**src/hdl/ffpa_pkg.sv**
```systemverilog
// Shared types and constants for the first-fit page range allocator.
// No dependencies; the core and ffpa_cmp import this package.
package ffpa_pkg;

  localparam int unsigned MaxRangesDef = 64;
  localparam int unsigned PageBitsDef  = 20;

  typedef enum logic [1:0] {
    OP_RESERVE = 2'd0,
    OP_MARK    = 2'd1,
    OP_UNMARK  = 2'd2,
    OP_RELEASE = 2'd3
  } op_e;

  typedef enum logic [2:0] {
    ST_OK       = 3'd0,
    ST_NOSPACE  = 3'd1,
    ST_NOTFOUND = 3'd2,
    ST_OVERLAP  = 3'd3,
    ST_FULL     = 3'd4
  } status_e;

  localparam logic CfgLowPage  = 1'b0;
  localparam logic CfgHighPage = 1'b1;

  // Flags the compare unit derives from one stored range.
  typedef struct packed {
    logic end_le_cand;  // range ends at or before the reserve candidate
    logic gap_fits;     // range starts at least count pages past the candidate
    logic overlaps;     // range intersects the mark range
    logic start_ge;     // range starts at or after the mark start
    logic same_range;   // range equals the unmark range
    logic contains;     // range holds the release page
  } cmp_flags_t;

endpackage

```
**src/hdl/ffpa_if.sv**
```systemverilog
// Request and response channel interfaces of the allocator.
// Depends on nothing; widths follow the page_bits parameter.
interface ffpa_req_if #(parameter int unsigned PAGE_BITS = 20);
  logic                 valid;
  logic                 ready;
  logic [1:0]           opcode;
  logic [PAGE_BITS:0]   page_count;
  logic [PAGE_BITS-1:0] start_page;
  logic [PAGE_BITS:0]   end_page;

  modport source (output valid, opcode, page_count, start_page, end_page, input ready);
  modport sink   (input valid, opcode, page_count, start_page, end_page, output ready);
endinterface

interface ffpa_rsp_if #(parameter int unsigned PAGE_BITS = 20);
  logic                 valid;
  logic                 ready;
  logic [2:0]           status;
  logic [PAGE_BITS-1:0] result_page;

  modport source (output valid, status, result_page, input ready);
  modport sink   (input valid, status, result_page, output ready);
endinterface

```
**src/hdl/first_fit_page_range_allocator_core.sv**
```systemverilog
// Top level of the first-fit page range allocator: sequencer, config registers.
// Depends on ffpa_pkg, ffpa_if, ffpa_table and ffpa_cmp.
//
//   channel | direction | transfer when         | payload
//   req     | in        | req.valid & req.ready | opcode, page_count, start_page, end_page
//   rsp     | out       | rsp.valid & rsp.ready | status, result_page
//   cfg     | in        | cfg_we_i              | cfg_idx_i selects low/high page
//
// An operation scans the stored ranges one at a time (a read state and an evaluate
// state per range), then moves entries one at a time for an insert or remove.
// The table's single read port sets this pace.
// Reset empties the table at once; no clearing pass is needed.
// req.ready is low while an operation runs; a finished result waits in the
// output register while the next request is taken.
module first_fit_page_range_allocator_core #(
  parameter int unsigned MAX_RANGES = ffpa_pkg::MaxRangesDef,
  parameter int unsigned PAGE_BITS  = ffpa_pkg::PageBitsDef
) (
  input  logic                 clk_i,
  input  logic                 rst_ni,
  ffpa_req_if.sink             req,
  ffpa_rsp_if.source           rsp,
  input  logic                 cfg_we_i,
  input  logic                 cfg_idx_i,
  input  logic [PAGE_BITS-1:0] cfg_wdata_i
);
  import ffpa_pkg::*;

  localparam int unsigned AW = $clog2(MAX_RANGES);
  localparam int unsigned CW = $clog2(MAX_RANGES + 1);
  localparam int unsigned W  = PAGE_BITS + 1;
  localparam logic [CW-1:0] MaxCnt = CW'(MAX_RANGES);

  typedef enum logic [3:0] {
    S_IDLE, S_CHECK, S_RD, S_EV, S_FIT, S_INS_RD, S_INS_WR, S_REM_RD, S_REM_WR, S_DONE
  } state_e;

  state_e               state_q;
  op_e                  op_q;
  logic [W-1:0]         cnt_q;
  logic [PAGE_BITS-1:0] s_q;
  logic [W-1:0]         e_q;
  logic [W-1:0]         cand_q;
  logic [CW-1:0]        k_q;
  logic [CW-1:0]        pos_q;
  logic [CW-1:0]        tab_cnt_q;
  logic [PAGE_BITS-1:0] nstart_q;
  logic [W-1:0]         nend_q;
  status_e              st_q;
  logic [PAGE_BITS-1:0] pg_q;
  logic [PAGE_BITS-1:0] low_q;
  logic [PAGE_BITS-1:0] high_q;
  logic                 rsp_valid_q;
  logic [2:0]           rsp_status_q;
  logic [PAGE_BITS-1:0] rsp_page_q;

  logic                 we;
  logic [AW-1:0]        waddr;
  logic [PAGE_BITS-1:0] wstart;
  logic [W-1:0]         wend;
  logic [AW-1:0]        raddr;
  logic [PAGE_BITS-1:0] rstart;
  logic [W-1:0]         rend;
  cmp_flags_t           flags;

  logic [W-1:0]         limit;
  logic [W:0]           fit_end;
  logic                 tail_short;

  assign limit      = {1'b0, high_q} + W'(1);
  assign fit_end    = {1'b0, cand_q} + {1'b0, cnt_q};
  assign tail_short = (cand_q >= limit) || ((limit - cand_q) < cnt_q);

  ffpa_table #(.MAX_RANGES(MAX_RANGES), .PAGE_BITS(PAGE_BITS)) u_table (
    .clk_i    (clk_i),
    .we_i     (we),
    .waddr_i  (waddr),
    .wstart_i (wstart),
    .wend_i   (wend),
    .raddr_i  (raddr),
    .rstart_o (rstart),
    .rend_o   (rend)
  );

  ffpa_cmp #(.PAGE_BITS(PAGE_BITS)) u_cmp (
    .rstart_i (rstart),
    .rend_i   (rend),
    .cand_i   (cand_q),
    .count_i  (cnt_q),
    .start_i  (s_q),
    .end_i    (e_q),
    .flags_o  (flags)
  );

  always_comb begin
    we     = 1'b0;
    waddr  = k_q[AW-1:0];
    wstart = rstart;
    wend   = rend;
    raddr  = k_q[AW-1:0];
    case (state_q)
      S_INS_RD: begin
        raddr = AW'(k_q - CW'(1));
        if (k_q == pos_q) begin
          we     = 1'b1;
          wstart = nstart_q;
          wend   = nend_q;
        end
      end
      S_INS_WR: we = 1'b1;
      S_REM_RD: raddr = AW'(k_q + CW'(1));
      S_REM_WR: we = 1'b1;
      default: ;
    endcase
  end

  assign req.ready       = (state_q == S_IDLE);
  assign rsp.valid       = rsp_valid_q;
  assign rsp.status      = rsp_status_q;
  assign rsp.result_page = rsp_page_q;

  always_ff @(posedge clk_i or negedge rst_ni) begin
    if (!rst_ni) begin
      low_q  <= PAGE_BITS'(786432);
      high_q <= '1;
    end else if (cfg_we_i) begin
      case (cfg_idx_i)
        CfgLowPage:  low_q  <= cfg_wdata_i;
        CfgHighPage: high_q <= cfg_wdata_i;
        default: ;
      endcase
    end
  end

  always_ff @(posedge clk_i or negedge rst_ni) begin
    if (!rst_ni) begin
      state_q     <= S_IDLE;
      tab_cnt_q   <= '0;
      rsp_valid_q <= 1'b0;
    end else begin
      if (rsp_valid_q && rsp.ready && state_q != S_DONE) begin
        rsp_valid_q <= 1'b0;
      end
      case (state_q)
        S_IDLE: begin
          if (req.valid) begin
            op_q    <= op_e'(req.opcode);
            cnt_q   <= req.page_count;
            s_q     <= req.start_page;
            e_q     <= req.end_page;
            state_q <= S_CHECK;
          end
        end
        S_CHECK: begin
          k_q    <= '0;
          pos_q  <= tab_cnt_q;
          cand_q <= {1'b0, low_q};
          pg_q   <= '0;
          state_q <= S_RD;
          case (op_q)
            OP_RESERVE: begin
              if (tab_cnt_q >= MaxCnt) begin
                st_q <= ST_FULL;
                state_q <= S_DONE;
              end else if (cnt_q == '0 || low_q > high_q) begin
                st_q <= ST_NOSPACE;
                state_q <= S_DONE;
              end
            end
            OP_MARK: begin
              if (e_q <= {1'b0, s_q} || (e_q[PAGE_BITS] && |e_q[PAGE_BITS-1:0])) begin
                st_q <= ST_OVERLAP;
                state_q <= S_DONE;
              end
            end
            default: ;
          endcase
        end
        S_RD: begin
          if (k_q == tab_cnt_q) begin
            state_q <= S_DONE;
            case (op_q)
              OP_RESERVE: begin
                if (tail_short) begin
                  st_q <= ST_NOSPACE;
                end else begin
                  pos_q   <= tab_cnt_q;
                  state_q <= S_FIT;
                end
              end
              OP_MARK: begin
                if (tab_cnt_q >= MaxCnt) begin
                  st_q <= ST_FULL;
                end else begin
                  nstart_q <= s_q;
                  nend_q   <= e_q;
                  st_q     <= ST_OK;
                  k_q      <= tab_cnt_q;
                  state_q  <= S_INS_RD;
                end
              end
              default: st_q <= ST_NOTFOUND;
            endcase
          end else begin
            state_q <= S_EV;
          end
        end
        S_EV: begin
          k_q     <= k_q + CW'(1);
          state_q <= S_RD;
          case (op_q)
            OP_RESERVE: begin
              if (!flags.end_le_cand) begin
                if (flags.gap_fits) begin
                  pos_q   <= k_q;
                  state_q <= S_FIT;
                end else begin
                  cand_q <= rend;
                end
              end
            end
            OP_MARK: begin
              if (flags.overlaps) begin
                st_q    <= ST_OVERLAP;
                state_q <= S_DONE;
              end else if (flags.start_ge && pos_q == tab_cnt_q) begin
                pos_q <= k_q;
              end
            end
            OP_UNMARK: begin
              if (flags.same_range) begin
                st_q    <= ST_OK;
                k_q     <= k_q;
                state_q <= S_REM_RD;
              end
            end
            default: begin
              if (flags.contains) begin
                st_q    <= ST_OK;
                k_q     <= k_q;
                state_q <= S_REM_RD;
              end
            end
          endcase
        end
        S_FIT: begin
          if (fit_end > {1'b0, limit}) begin
            st_q    <= ST_NOSPACE;
            state_q <= S_DONE;
          end else begin
            nstart_q <= cand_q[PAGE_BITS-1:0];
            nend_q   <= fit_end[W-1:0];
            pg_q     <= cand_q[PAGE_BITS-1:0];
            st_q     <= ST_OK;
            k_q      <= tab_cnt_q;
            state_q  <= S_INS_RD;
          end
        end
        S_INS_RD: begin
          if (k_q == pos_q) begin
            tab_cnt_q <= tab_cnt_q + CW'(1);
            state_q   <= S_DONE;
          end else begin
            state_q <= S_INS_WR;
          end
        end
        S_INS_WR: begin
          k_q     <= k_q - CW'(1);
          state_q <= S_INS_RD;
        end
        S_REM_RD: begin
          if (k_q + CW'(1) >= tab_cnt_q) begin
            tab_cnt_q <= tab_cnt_q - CW'(1);
            state_q   <= S_DONE;
          end else begin
            state_q <= S_REM_WR;
          end
        end
        S_REM_WR: begin
          k_q     <= k_q + CW'(1);
          state_q <= S_REM_RD;
        end
        S_DONE: begin
          // hold the result until the output register frees up
          if (!rsp_valid_q || rsp.ready) begin
            rsp_valid_q  <= 1'b1;
            rsp_status_q <= st_q;
            rsp_page_q   <= pg_q;
            state_q      <= S_IDLE;
          end
        end
        default: state_q <= S_IDLE;
      endcase
    end
  end

  a_cnt_bound: assert property (@(posedge clk_i) disable iff (!rst_ni)
    tab_cnt_q <= MaxCnt)
    else $error("range count exceeds table depth");

  a_page_ok: assert property (@(posedge clk_i) disable iff (!rst_ni)
    (rsp_valid_q && rsp_page_q != '0) |-> (rsp_status_q == ST_OK))
    else $error("nonzero result page with failing status");

  a_busy_after_req: assert property (@(posedge clk_i) disable iff (!rst_ni)
    (req.valid && req.ready) |=> !req.ready)
    else $error("request taken while an operation is starting");

  a_write_in_shift: assert property (@(posedge clk_i) disable iff (!rst_ni)
    we |-> (state_q == S_INS_RD || state_q == S_INS_WR || state_q == S_REM_WR))
    else $error("table write outside insert or remove");
endmodule

```
**src/hdl/ffpa_table.sv**
```systemverilog
// Range table memory: one write port, one read port with registered data.
// Depends on ffpa_pkg only by convention; entries hold {end, start}.
module ffpa_table #(
  parameter int unsigned MAX_RANGES = 64,
  parameter int unsigned PAGE_BITS  = 20,
  localparam int unsigned AW = $clog2(MAX_RANGES)
) (
  input  logic                 clk_i,
  input  logic                 we_i,
  input  logic [AW-1:0]        waddr_i,
  input  logic [PAGE_BITS-1:0] wstart_i,
  input  logic [PAGE_BITS:0]   wend_i,
  input  logic [AW-1:0]        raddr_i,
  output logic [PAGE_BITS-1:0] rstart_o,
  output logic [PAGE_BITS:0]   rend_o
);
  logic [2*PAGE_BITS:0] mem_q [MAX_RANGES];
  logic [2*PAGE_BITS:0] rdata_q;

  always_ff @(posedge clk_i) begin
    if (we_i) begin
      mem_q[waddr_i] <= {wend_i, wstart_i};
    end
    rdata_q <= mem_q[raddr_i];
  end

  assign rstart_o = rdata_q[PAGE_BITS-1:0];
  assign rend_o   = rdata_q[2*PAGE_BITS:PAGE_BITS];
endmodule

```
**src/hdl/ffpa_cmp.sv**
```systemverilog
// Shared compare unit: evaluates one stored range against the operands.
// Depends on ffpa_pkg for the flag struct.
module ffpa_cmp #(
  parameter int unsigned PAGE_BITS = 20
) (
  input  logic [PAGE_BITS-1:0]  rstart_i,
  input  logic [PAGE_BITS:0]    rend_i,
  input  logic [PAGE_BITS:0]    cand_i,
  input  logic [PAGE_BITS:0]    count_i,
  input  logic [PAGE_BITS-1:0]  start_i,
  input  logic [PAGE_BITS:0]    end_i,
  output ffpa_pkg::cmp_flags_t  flags_o
);
  import ffpa_pkg::*;

  logic [PAGE_BITS:0] rs_ext;
  logic [PAGE_BITS:0] s_ext;
  logic [PAGE_BITS:0] gap;

  assign rs_ext = {1'b0, rstart_i};
  assign s_ext  = {1'b0, start_i};
  assign gap    = rs_ext - cand_i;

  always_comb begin
    flags_o.end_le_cand = (rend_i <= cand_i);
    flags_o.gap_fits    = (rs_ext >= cand_i) && (gap >= count_i);
    flags_o.overlaps    = (rs_ext < end_i) && (s_ext < rend_i);
    flags_o.start_ge    = (rs_ext >= s_ext);
    flags_o.same_range  = (rstart_i == start_i) && (rend_i == end_i);
    flags_o.contains    = (rs_ext <= s_ext) && (s_ext < rend_i);
  end
endmodule
```
**src/flat_wrapper.sv**
```systemverilog
// flat-port wrapper written by rule: the top's interface ports become plain ports
module first_fit_page_range_allocator_core_flat import ffpa_pkg::*;
#(
  parameter int unsigned MAX_RANGES = ffpa_pkg::MaxRangesDef,
  parameter int unsigned PAGE_BITS  = ffpa_pkg::PageBitsDef
)
  (clk_i, rst_ni, cfg_we_i, cfg_idx_i, cfg_wdata_i, req_valid, req_opcode, req_page_count, req_start_page, req_end_page, req_ready, rsp_valid, rsp_status, rsp_result_page, rsp_ready);
  ffpa_req_if #(.PAGE_BITS(PAGE_BITS)) req_i ();
  ffpa_rsp_if #(.PAGE_BITS(PAGE_BITS)) rsp_i ();
  input  logic clk_i;
  input  logic rst_ni;
  input  logic cfg_we_i;
  input  logic cfg_idx_i;
  input  logic [PAGE_BITS-1:0] cfg_wdata_i;
  input wire logic [$bits(req_i.valid)-1:0] req_valid;
  input wire logic [$bits(req_i.opcode)-1:0] req_opcode;
  input wire logic [$bits(req_i.page_count)-1:0] req_page_count;
  input wire logic [$bits(req_i.start_page)-1:0] req_start_page;
  input wire logic [$bits(req_i.end_page)-1:0] req_end_page;
  output wire logic [$bits(req_i.ready)-1:0] req_ready;
  output wire logic [$bits(rsp_i.valid)-1:0] rsp_valid;
  output wire logic [$bits(rsp_i.status)-1:0] rsp_status;
  output wire logic [$bits(rsp_i.result_page)-1:0] rsp_result_page;
  input wire logic [$bits(rsp_i.ready)-1:0] rsp_ready;
  assign req_i.valid = req_valid;
  assign req_i.opcode = req_opcode;
  assign req_i.page_count = req_page_count;
  assign req_i.start_page = req_start_page;
  assign req_i.end_page = req_end_page;
  assign req_ready = req_i.ready;
  assign rsp_valid = rsp_i.valid;
  assign rsp_status = rsp_i.status;
  assign rsp_result_page = rsp_i.result_page;
  assign rsp_i.ready = rsp_ready;
  first_fit_page_range_allocator_core #(.MAX_RANGES(MAX_RANGES), .PAGE_BITS(PAGE_BITS)) u_core (.clk_i(clk_i), .rst_ni(rst_ni), .req(req_i), .rsp(rsp_i), .cfg_we_i(cfg_we_i), .cfg_idx_i(cfg_idx_i), .cfg_wdata_i(cfg_wdata_i));
endmodule
```
**config.mk**
```make
export PLATFORM = sky130hd
export DESIGN_NAME = first_fit_page_range_allocator_core_flat
export DESIGN_NICKNAME = d
export VERILOG_FILES = /design/src/hdl/ffpa_pkg.sv /design/src/hdl/ffpa_if.sv /design/src/hdl/first_fit_page_range_allocator_core.sv /design/src/hdl/ffpa_table.sv /design/src/hdl/ffpa_cmp.sv /design/src/flat_wrapper.sv
export SDC_FILE = /design/constraint.sdc
export NUM_CORES = 2
export LEC_CHECK = 0
export ABC_AREA = 1
export BUFFER_PORTS_ARGS = -buffer_cell sky130_fd_sc_hd__clkbuf_2
export CAP_MARGIN = 15
export CORE_MARGIN = 3
export CORE_UTILIZATION = 40
export DETAILED_ROUTE_END_ITERATION = 7
export PLACE_DENSITY = 0.64
export SYNTH_ARGS = -nofsm -noshare
export SYNTH_HDL_FRONTEND = slang
export SYNTH_SLANG_ARGS = --single-unit
```
**constraint.sdc**
```tcl
create_clock -name clk_i -period 10.9 [get_ports clk_i]
set_input_delay 0 -clock clk_i [delete_from_list [all_inputs] [get_ports clk_i]]
set_output_delay 0 -clock clk_i [all_outputs]
set_load 0.02 [all_outputs]
```
==> reports/metrics.csv <==
metric;value;unit
syn_inst;11600;
routed_via_density;5.55;
grtUsageTotal;0.234;
hold_viol_final;0;
outcome;finished, violations left;
fin_nets;12100;
drive_gt1_frac;0.0753;
cts_sinks;2903;
setup_viol_count_final;0;
ir_worst_vdd;0.353;mV
synthArstFlopShare;0.0179;
numCtsBuffers;310;
cts_buffer_depth;4;
rsz0062_at_grt;no;
powerDensity;288;nW/µm²
finalWeightedCongestion;0.931;
critPathMaxFanout;7;
start_util;0.404;
cpPeakStageDelay;670;ps
die-area;329000;µm²
finalSetupTns;0;ps
ys_ff_latch;2903;
antenna_found_initial;18;
hold_path_depth;5;
slew_headroom;0.153;
drc;1;
synth_ff_type;edfxtp_1;
routed_wl;398;mm
min_period;6940;ps
cap_violations;0;
grt_overflow;0;
postCtsSetupBuffers;0;
syn_area;129000;µm²
cp.arrival;7440;ps
synth_area_per_cell;11.1;µm²
grt_max_degree;223;
drtPass1Iterations;8;
cp_slowest_cell;nor3_1;
end_kind;flop;
hp-class;in -> reg;
h-tree-depth;5;
ctsResizeCount;0;
io_pins;115;
report.final.slew_viol_count;0;
clk_pin_slew;60;ps
yosys_warnings;0;
fin_crit_sh;0.637;
die_h;574;µm
tightest_slew;1270;ps
areaGrowthSynthToFinish;13.2;%
ys_seq_area_frac;0.671;
final_core_util;0.457;
final_cells;16300;
post_drt_wl_per_cell;24.4;µm
row_count;207;
leakagePower;0.0554;µW
synth_enable_flop_cells;2810;
root_buffer;clkbuf_16;
drt.antenna.violating_nets;0;
max_freq;0.144;GHz
synth_cell_types;53;
cts_tree;done;
violations;DRC;
crit_type;reg -> reg;
fill_cells;28500;
placed_cells;15500;
chipWidth;574;µm
first_global_vias;83900;
drtIter0Drc;11900;
vias;90400;
finClkSkew;56.2;ps
numPortBuffers;114;
grt_pass1_wl;575;mm
cpMostUsedCell;nor2_1;
critPathRequiredTime;11400;ps
dp_hpwl;211;mm
clock_latency;880;ps
synth_nets;12000;
reg2reg_depth;31;
cp-start-kind;flop;
core_area;319000;µm²
holdBufCountCts;187;
==> critical path, delay by kind of cell, from the launching register on <==
kind / cells / cell delay, ps
and+or+nand+nor: 23 / 4430
buffers and inverters: 4 / 390
xor gates and xnor gates: 1 / 90
adders and majority gates: 3 / 1070
DFF: 1 / 580
==> power breakdown <==
| part | internal, µW | total [µW] | switching, µW | leakage, µW |
|---|---|---|---|---|
| logic | 4330 | 17000 | 12700 | 0.0243 |
| registers | 14200 | 14600 | 409 | 0.0263 |
| clock network | 6050 | 10400 | 4350 | 0.00480 |
==> stage by stage <==
step / hold slack [ps] / cell area [µm²] / setup WS (ps) / total power (µW)
4_1_cts: 0.00649 / 146000 / 4130 / 41900
6_report: 53.2 / 146000 / 3960 / 42100
2_1_floorplan: -296 / 129000 / 4430 / 25700
3_5_place_dp: -26.4 / 134000 / 4180 / 31500
5_1_grt: 75.4 / 146000 / 3410 / 44100
3_3_place_gp: -26.6 / 134000 / 4060 / 31300
==> layout make-up <==
cell class / count / area (µm²) / area share
sequential: 2903 / 86500 / 0.593
multi-input combinational: 6990 / 36000 / 0.247
clock buffer: 399 / 8300 / 0.0569
tap: 4284 / 5360 / 0.0367
timing repair buffer: 494 / 4120 / 0.0282
inverter: 1058 / 4010 / 0.0274
clock inverter: 158 / 1580 / 0.0108
antenna: 5 / 12.5 / 0.0000857
==> cells in the mapped netlist (all sizes together) (30+ instances only) <==
cell type	count	area share
inv	1057	0.031
o211ai	704	0.041
a21oi	145	0.0057
nand3	1921	0.075
nor2	263	0.0079
edfxtp	2810	0.65
xor2	66	0.0045
dfxtp	41	0.0064
buf	536	0.021
ha	258	0.025
nand2	3229	0.094
nor3	43	0.0017
clkbuf	140	0.0041
o21ai	188	0.0073
nand4	49	0.0024
dfrtp	30	0.0058
xnor2	36	0.0024
==> worst paths after layout <==
kind                                         startpoint                             endpoint  slack (ps)
setup / recovery           u_core.high_q[0]$_DFFE_PN1P_            u_core.pos_q[6]$_DFFE_PP_        3960
hold / removal                                rsp_ready        u_core.state_q[0]$_DFFE_PN0P_          50
setup reg to reg           u_core.high_q[0]$_DFFE_PN1P_            u_core.pos_q[6]$_DFFE_PP_        3960
hold reg to reg            u_core.pg_q[4]$_SDFFCE_PN0P_  u_core.rsp.result_page[4]$_DFFE_PP_         430
max in group asynchronous                        rst_ni      u_core.tab_cnt_q[4]$_DFFE_PN0P_        9540
min in group asynchronous                        rst_ni         u_core.low_q[14]$_DFFE_PN0P_         520
==> cell families (layout without fill, tap and decap cells) <==
logic type      after synthesis  count (layout)  share of synthesized area
fa+ha+maj                   262             262                     0.0257
xor+xnor                    102             102                    0.00693
buf+inv                    1734            2109                     0.0562
simple gates               5521            5521                      0.182
other cells                   0               5                          0
flops                      2903            2903                      0.671
compound gates             1105            1105                     0.0584
==> cell usage in the layout, fill, tap and decap left out, types with 28 or more instances in the layout <==
cell	instances
clkbuf_1	76
dlygate4sd3_1	187
clkinv_2	42
dfxtp_1	41
nand4_1	49
nor3_1	40
clkbuf_16	317
nor2_4	69
o211ai_1	694
xor2_1	66
dfrtp_1	30
a21oi_1	142
bufinv_16	28
inv_1	1044
o21ai_0	165
nand3_1	1921
edfxtp_1	2810
nand2_1	3205
clkinv_1	62
o21bai_1	28
nor2_1	191
buf_4	175
clkbuf_2	114
xnor2_1	36
ha_1	258
==> layer usage <==
metal  part of all wire  global-route usage  vias to the layer above
li1                   -                   -                    41000
met2               0.45               0.363                     4683
met3              0.099              0.0423                      903
met5           0.000043                   0                        -
met4              0.046              0.0953                        2
met1               0.41               0.325                    43800
==> flip-flops by register name (all words and copies together), names as in the netlist <==
name / count
u_core.u_table.mem_q: 2624
u_core.u_table.rdata_q: 41
u_core.cand_q: 21
u_core.cnt_q: 21
u_core.e_q: 21
u_core.nend_q: 21
u_core.high_q: 20
u_core.low_q: 20
u_core.nstart_q: 20
u_core.pg_q: 20
u_core.rsp.result_page: 20
u_core.s_q: 20
u_core.k_q: 7
u_core.pos_q: 7
u_core.tab_cnt_q: 7
u_core.state_q: 4
u_core.rsp.status: 3
u_core.st_q: 3
u_core.op_q: 2
u_core.rsp.valid: 1
(Power assumes the default switching activity.)
